## config.mk

```make
export PLATFORM = sky130hd
export DESIGN_NAME = bma_div
export DESIGN_NICKNAME = d
export VERILOG_FILES = /design/src/rtl/bma_pkg.sv /design/src/rtl/bma_div.sv
export SDC_FILE = /design/constraint.sdc
export NUM_CORES = 1
export LEC_CHECK = 0
export BUFFER_PORTS_ARGS = -buffer_cell sky130_fd_sc_hd__buf_2
export CAP_MARGIN = 15
export CORE_MARGIN = 8
export CORE_UTILIZATION = 45
export CTS_BUF_LIST = sky130_fd_sc_hd__clkbuf_2 sky130_fd_sc_hd__clkbuf_4 sky130_fd_sc_hd__clkbuf_8
export DETAILED_ROUTE_END_ITERATION = 12
export PLACE_DENSITY = 0.83
export RECOVER_POWER = 50
export SLEW_MARGIN = 20
export SYNTH_ARGS = -nofsm -noshare
export SYNTH_HDL_FRONTEND = slang
export SYNTH_SLANG_ARGS = --single-unit
```

## constraint.sdc

```tcl
create_clock -name i_clk -period 2 [get_ports i_clk]
set_input_delay 0.2 -clock i_clk [delete_from_list [all_inputs] [get_ports i_clk]]
set_output_delay 0.2 -clock i_clk [all_outputs]
set_load 0.01 [all_outputs]
```

## src/rtl/bma_pkg.sv

```systemverilog
// Shared constants, codes and word types of the block map allocator.
// No dependencies; every other file imports this package.
`default_nettype none

package bma_pkg;

    // block size and blocks per bank are powers of two: divide by them with shifts
    localparam int BLOCKS_PER_BANK = 1024;
    localparam int BLOCK_BYTES     = 32;
    localparam int NUM_BANKS       = 3;

    localparam int ENT_W       = 11;
    localparam int USAGE_SCALE = 100;
    localparam int AOFF_W      = 15;
    localparam int USAGE_W     = 7;

    localparam int IDX_W      = $clog2(BLOCKS_PER_BANK);
    localparam int CNT_W      = $clog2(BLOCKS_PER_BANK + 1);
    localparam int LEFT_W     = (CNT_W > ENT_W) ? CNT_W : ENT_W;
    localparam int ROWS       = NUM_BANKS * BLOCKS_PER_BANK;
    localparam int ADDR_W     = $clog2(ROWS);
    localparam int BANK_IW    = (NUM_BANKS > 1) ? $clog2(NUM_BANKS) : 1;
    localparam int BANK_BYTES = BLOCKS_PER_BANK * BLOCK_BYTES;

    localparam int SZ_W    = $clog2(65535 + BLOCK_BYTES);
    localparam int PROD_W  = $clog2(BLOCKS_PER_BANK * USAGE_SCALE + 1);
    localparam int DIV_W   = (SZ_W > PROD_W) ? SZ_W : PROD_W;
    localparam int BLK_SH  = $clog2(BLOCK_BYTES);
    localparam int BANK_SH = $clog2(BLOCKS_PER_BANK);
    localparam int SH_MAX  = (BLK_SH > BANK_SH) ? BLK_SH : BANK_SH;
    localparam int SH_W    = $clog2(SH_MAX + 1);

    localparam logic [1:0] K_ALLOC = 2'd0;
    localparam logic [1:0] K_FREE  = 2'd1;
    localparam logic [1:0] K_QUERY = 2'd2;

    localparam logic [1:0] ST_OK    = 2'd0;
    localparam logic [1:0] ST_NOMEM = 2'd1;
    localparam logic [1:0] ST_RANGE = 2'd2;

    typedef struct packed {
        logic [1:0]  kind;
        logic [1:0]  bank;
        logic [15:0] size_bytes;
        logic [15:0] free_offset;
    } t_in_word;

    typedef struct packed {
        logic [1:0]         status;
        logic [AOFF_W-1:0]  alloc_offset;
        logic [USAGE_W-1:0] usage_percent;
    } t_out_word;

    typedef struct packed {
        logic      vld;
        t_out_word word;
    } t_res;

    typedef struct packed {
        logic             start;
        logic [DIV_W-1:0] dividend;
        logic [SH_W-1:0]  shift;
    } t_div_req;

    typedef struct packed {
        logic             done;
        logic [DIV_W-1:0] quot;
    } t_div_rsp;

endpackage

`default_nettype wire

```

## src/rtl/bma_div.sv

```systemverilog
// Shared right shifter, one bit per cycle, for divisions by power-of-two constants.
// Depends on bma_pkg for widths and the request/response types.
`default_nettype none

module bma_div import bma_pkg::*; (
    input  logic     i_clk,
    input  logic     i_rst_n,
    input  t_div_req i_req,
    output t_div_rsp o_rsp
);

    logic             r_busy;
    logic             r_done;
    logic [SH_W-1:0]  r_cnt;
    logic [DIV_W-1:0] r_quo;

    always_ff @(posedge i_clk) begin
        if (!i_rst_n) begin
            r_busy <= 1'b0;
            r_done <= 1'b0;
            r_cnt  <= '0;
        end else begin
            r_done <= 1'b0;
            if (!r_busy && i_req.start) begin
                r_busy <= 1'b1;
                r_cnt  <= i_req.shift;
                r_quo  <= i_req.dividend;
            end else if (r_busy) begin
                r_quo  <= {1'b0, r_quo[DIV_W-1:1]};
                r_cnt  <= r_cnt - 1'b1;
                if (r_cnt == SH_W'(1)) begin
                    r_busy <= 1'b0;
                    r_done <= 1'b1;
                end
            end
        end
    end

    assign o_rsp.done = r_done;
    assign o_rsp.quot = r_quo;

endmodule

`default_nettype wire

```

**After elaboration in Yosys (flattened, before gate mapping)**

Cells that the tools add are included.

- Input port bits: 24
- Register bits: 23
- Logic and storage cells: 21
- Output and inout bits: 18

- Equality and inequality tests: 1
- Muxes and demuxes: 8
- Reductions and logical operators: 5
- Add/subtract/negate cells: 1
- Bitwise logic cells: 2

Operators with widths:

| cell | number |
|---|---|
| 2-to-1 mux 17 bit | 2 |
| 2-to-1 mux 4 bit | 2 |
| equality test 4 x 1 -> 1 bit, second input constant | 1 |
| 2-to-1 mux 1 bit | 4 |
| subtractor 4 x 1 -> 4 bit, second input constant | 1 |
| OR reduction 3 bit | 1 |
| inverter 1 bit | 2 |
| AND reduction 2 bit | 1 |
| nonzero test 2 bit | 1 |
| logical AND 1 bit | 1 |
| zero test 1 bit | 1 |

**Depth between registers and ports, before layout**

- Word-level depth: 4
- Mapped depth: 5

**Worst setup path before layout**

Ideal clock, no wire load.

- Kind: reg2reg
- Start point: register r_busy
- End point: register r_quo[0], enable pin
- Clock period less this slack: 1660 ps
- Arrival time: 1268 ps
- Library setup time: 392 ps
- Stages on the path, launching flop included: 4
- Slack: 340 ps
- Data required time: 1608 ps
- Path buffers: 1
- Cell sequence: dfxtp_1 > buf_6 > nor2_1 > nor2_1

- Cells in the longest elaborated chain, start to end: 4

RTL lines:

| item | RTL line | RTL |
|---|---|---|
| start, declared | bma_div.sv:12 | `logic r_busy;` |
| start signal, assigned | bma_div.sv:19 | `r_busy <= 1'b0;` |
| start signal, assigned | bma_div.sv:25 | `r_busy <= 1'b1;` |
| start signal, assigned | bma_div.sv:32 | `r_busy <= 1'b0;` |
| zero test 1 bit | bma_div.sv:24 | `if (!r_busy && i_req.start) begin` |
| logical AND 1 bit | bma_div.sv:24 |  |
| nonzero test 2 bit (no line) (*) | - |  |
| AND reduction 2 bit (no line) (*) | - |  |
| end signal, assigned | bma_div.sv:27 | `r_quo <= i_req.dividend;` |
| end signal, assigned | bma_div.sv:29 | `r_quo <= {1'b0, r_quo[DIV_W-1:1]};` |
| end, declared | bma_div.sv:15 | `logic [DIV_W-1:0] r_quo;` |

Mark *: on every way between the ends. The rest lies on a longest branch, timed or not.
A chain may end at the register's enable or synchronous reset.

**Worst setup path in the final report**

- Start point: register r_busy
- End point: register r_quo[4], data pin

- Cells in the longest elaborated chain, start to end: 3

RTL lines:

| item | RTL line |
|---|---|
| zero test 1 bit | bma_div.sv:24 |
| logical AND 1 bit | bma_div.sv:24 |
| 2-to-1 mux 17 bit | bma_div.sv:24 |

No other way between the ends.

==> flow_summary_export.csv <==
group,metric,value,unit
logic_synthesis,synth.yosys.seq_area_share,60.8,%
placed_design,gp_congestion,0.709,
clocking,numCtsBuffers,3,
floorplan,coreArea,2190,µm²
clocking,clk_pin_slew_worst_paths,0.11,ns
final_layout,diodes,0,
routing,firstDrtPassIters,4,
logic_synthesis,synth_top_family_by_area,"multiplexers",
grt,grt_pass1_wl,3.58,mm
floorplan,dieWidth,64.0,µm
worst_setup_path,startpoint_type,"register",
timing,fin_crit_sh,78.0,%
timing,finalHoldViolCount,0,
logic_synthesis,synth_ff_type,"edfxtp_1",
grt,busiest_layer,"met2",
logic_synthesis,yosys.area.top_type,"edfxtp_1",
worst_setup_path,path_max_fanout,20,
clocking,insertion_delay,0.30,ns
routing,post-route-drc-count,0,
timing,finalCriticalPeriod,1.56,ns
timing,slew_headroom,65.1,%
clocking,cts_resized,0,
timing,worst_pin_slew,0.523,ns
logic_synthesis,synthSimpleGateAreaFrac,8.08,%
power_and_ir_drop,total_power,958,µW
timing,setup_viol,0,
timing,finClkSkew,0.00389,ns
power_and_ir_drop,p_per_area,763,nW/µm²
logic_synthesis,synthAdderAreaFrac,2.41,%
clocking,root_buffer,"clkbuf_4",
worst_setup_path,cp-end-kind,"register",
worst_hold_path,hold_path.class,"input port to register",
clocking,cts_buffer_depth,2,
timing,timing.hold.ws,0.163,ns
logic_synthesis,synth_edf_count,17,
floorplan,initial_core_util,47.3,%
grt,grt_pass1_vias,773,
grt,grt_use_met1,12.1,%
logic_synthesis,synth_area_per_cell,14.6,µm²
worst_setup_path,critPathSlowestCell,"nor2b_4",
logic_synthesis,synth_area_leaders,"edfxtp_1, mux2_2, dfxtp_1",
power_and_ir_drop,p_leak,0.479,nW
final_layout,drive_above_1_share,39.5,%
clocking,cts_tree,"built",
clocking,cts_num_sinks,23,
run,drv_cap,0,
status,status,"finished, final reports clean",
timing,drv_slew,0,
final_layout,fin_nets,141,
logic_synthesis,synthDominantCellAreaShare,49.2,%
grt,antenna_found_initial,0,
routing,avgRoutedWirePerCell,15.0,µm
worst_setup_path,cp.required,2.06,ns
grt,gr-usage-met2,16.9,%
grt,track_usage,10.7,%
grt,met3_usage,5.23,%
logic_synthesis,synthesis.nets,97,
routing,drt_iter0_markers,19,
floorplan,io_pins,42,
timing,fin_tns_setup,0,ns
logic_synthesis,synth_async_sr_flop_share,0,%
worst_setup_path,worstPathArrival,1.62,ns
placed_design,dp_hpwl,1.68,mm
logic_synthesis,synth_warnings,0,
grt,gr-total-overflow,0,
routing,avgViaCountPerCell,4.95,
power_and_ir_drop,ir_drop,0.508,mV
final_layout,layout_commonest_cell,"buf_2",
routing,final_antenna_net_count,0,
logic_synthesis,ys_ff_latch,23,
clocking,hold_buffers,0,
floorplan,die_h,64.0,µm
final_layout,areaGrowthSynthToFinish,21.0,%
logic_synthesis,synth_cell_type_count,23,
logic_synthesis,netlist_instances,71,
grt,grt_start_max_net_pins,21,
placed_design,port_buffers,41,
clocking,postCtsSetupRepairBufs,0,
worst_setup_path,crit_chain,"nor2b_4 -> mux2_2",
routing,drt-total-wl,2.12,mm
worst_setup_path,crit_path_max_incr_delay,0.48,ns
timing,clock.fmax,641,MHz
floorplan,rows,17,
floorplan,dieArea,4100,µm²
logic_synthesis,netlist_area,1040,µm²
worst_setup_path,path_class,"register to register",
final_layout,final_cell_mix,"buf_2, clkbuf_1, edfxtp_1",
timing,rsz0062_at_grt,"no",
logic_synthesis,synth_mux_area_share,17.4,%
routing,vias,703,
clocking,htree_levels,1,
logic_synthesis,synth_xor_area_share,0,%
logic_synthesis,synth_compound_area_share,6.27,%
## through the flow
stage / worst slack (ns) / cells / util [%] / cell area (µm²)
floorplan: 0.340 / 71 / - / 1040
global placement: 0.492 / 138 / 57.1 / 1250
detailed placement: 0.466 / 138 / 57.1 / 1250
CTS: 0.452 / 142 / 58.5 / 1280
global route: 0.355 / 142 / 57.3 / 1250
finish: 0.440 / 142 / 57.3 / 1250
## kinds of logic (layout without fill, tap and decap cells)
kind of cell | after synthesis | after routing
mux | 16 | 16
fa+ha+maj | 2 | 2
simple gates | 14 | 14
buf+inv | 7 | 50
flops | 23 | 23
compound gates | 9 | 9
## layout make-up
class	count	area (µm²)
inverters	3	11.3
multi-input cells	41	354
flip-flops and latches	23	631
well taps	28	35.0
clock buffers	4	30.0
repair buffers	43	194
fillers	210	936
## sequential cells by signal, indices dropped and copies added, names as in the netlist
| name | count |
|---|---|
| r_busy | 1 |
| r_cnt | 4 |
| r_done | 1 |
| r_quo | 17 |
## routing by layer
metal / wire (µm) / share of wire (%)
met4: 19 / 0.89
met3: 222 / 10
met5: 0 / 0
met2: 909 / 43
met1: 972 / 46
## where the power goes
part / internal, mW / leakage (nW) / switching, mW
combinational: 0.0801 / 0.249 / 0.0747
sequential: 0.557 / 0.212 / 0.0265
clock: 0.0913 / 0.0184 / 0.128
## worst paths after layout
path | to | start | depth (start not counted) | slack [ns]
hold reg to reg | r_done | r_cnt[3] | 1 | 0.55
hold / removal | r_cnt[0] | i_req[0] | 3 | 0.16
setup / recovery | r_quo[4] | r_busy | 2 | 0.44
setup reg to reg | r_quo[4] | r_busy | 2 | 0.44
## synthesized netlist by cell type (2+ instances only)
library cell and number:
mux2_2 16, inv_1 3, nand2_1 2, nor2b_1 3
nand3b_1 2, edfxtp_1 17, buf_6 3, nor2_1 3
dfxtp_1 6, a211oi_1 2, ha_1 2
## critical path: cells and delay by family (launching register included)
| kind | cells | cell delay (ns) |
|---|---|---|
| simple gates | 1 | 0.48 |
| flops | 1 | 0.43 |
| mux | 1 | 0.40 |
Note: power is estimated with default switching activity, not from simulation.
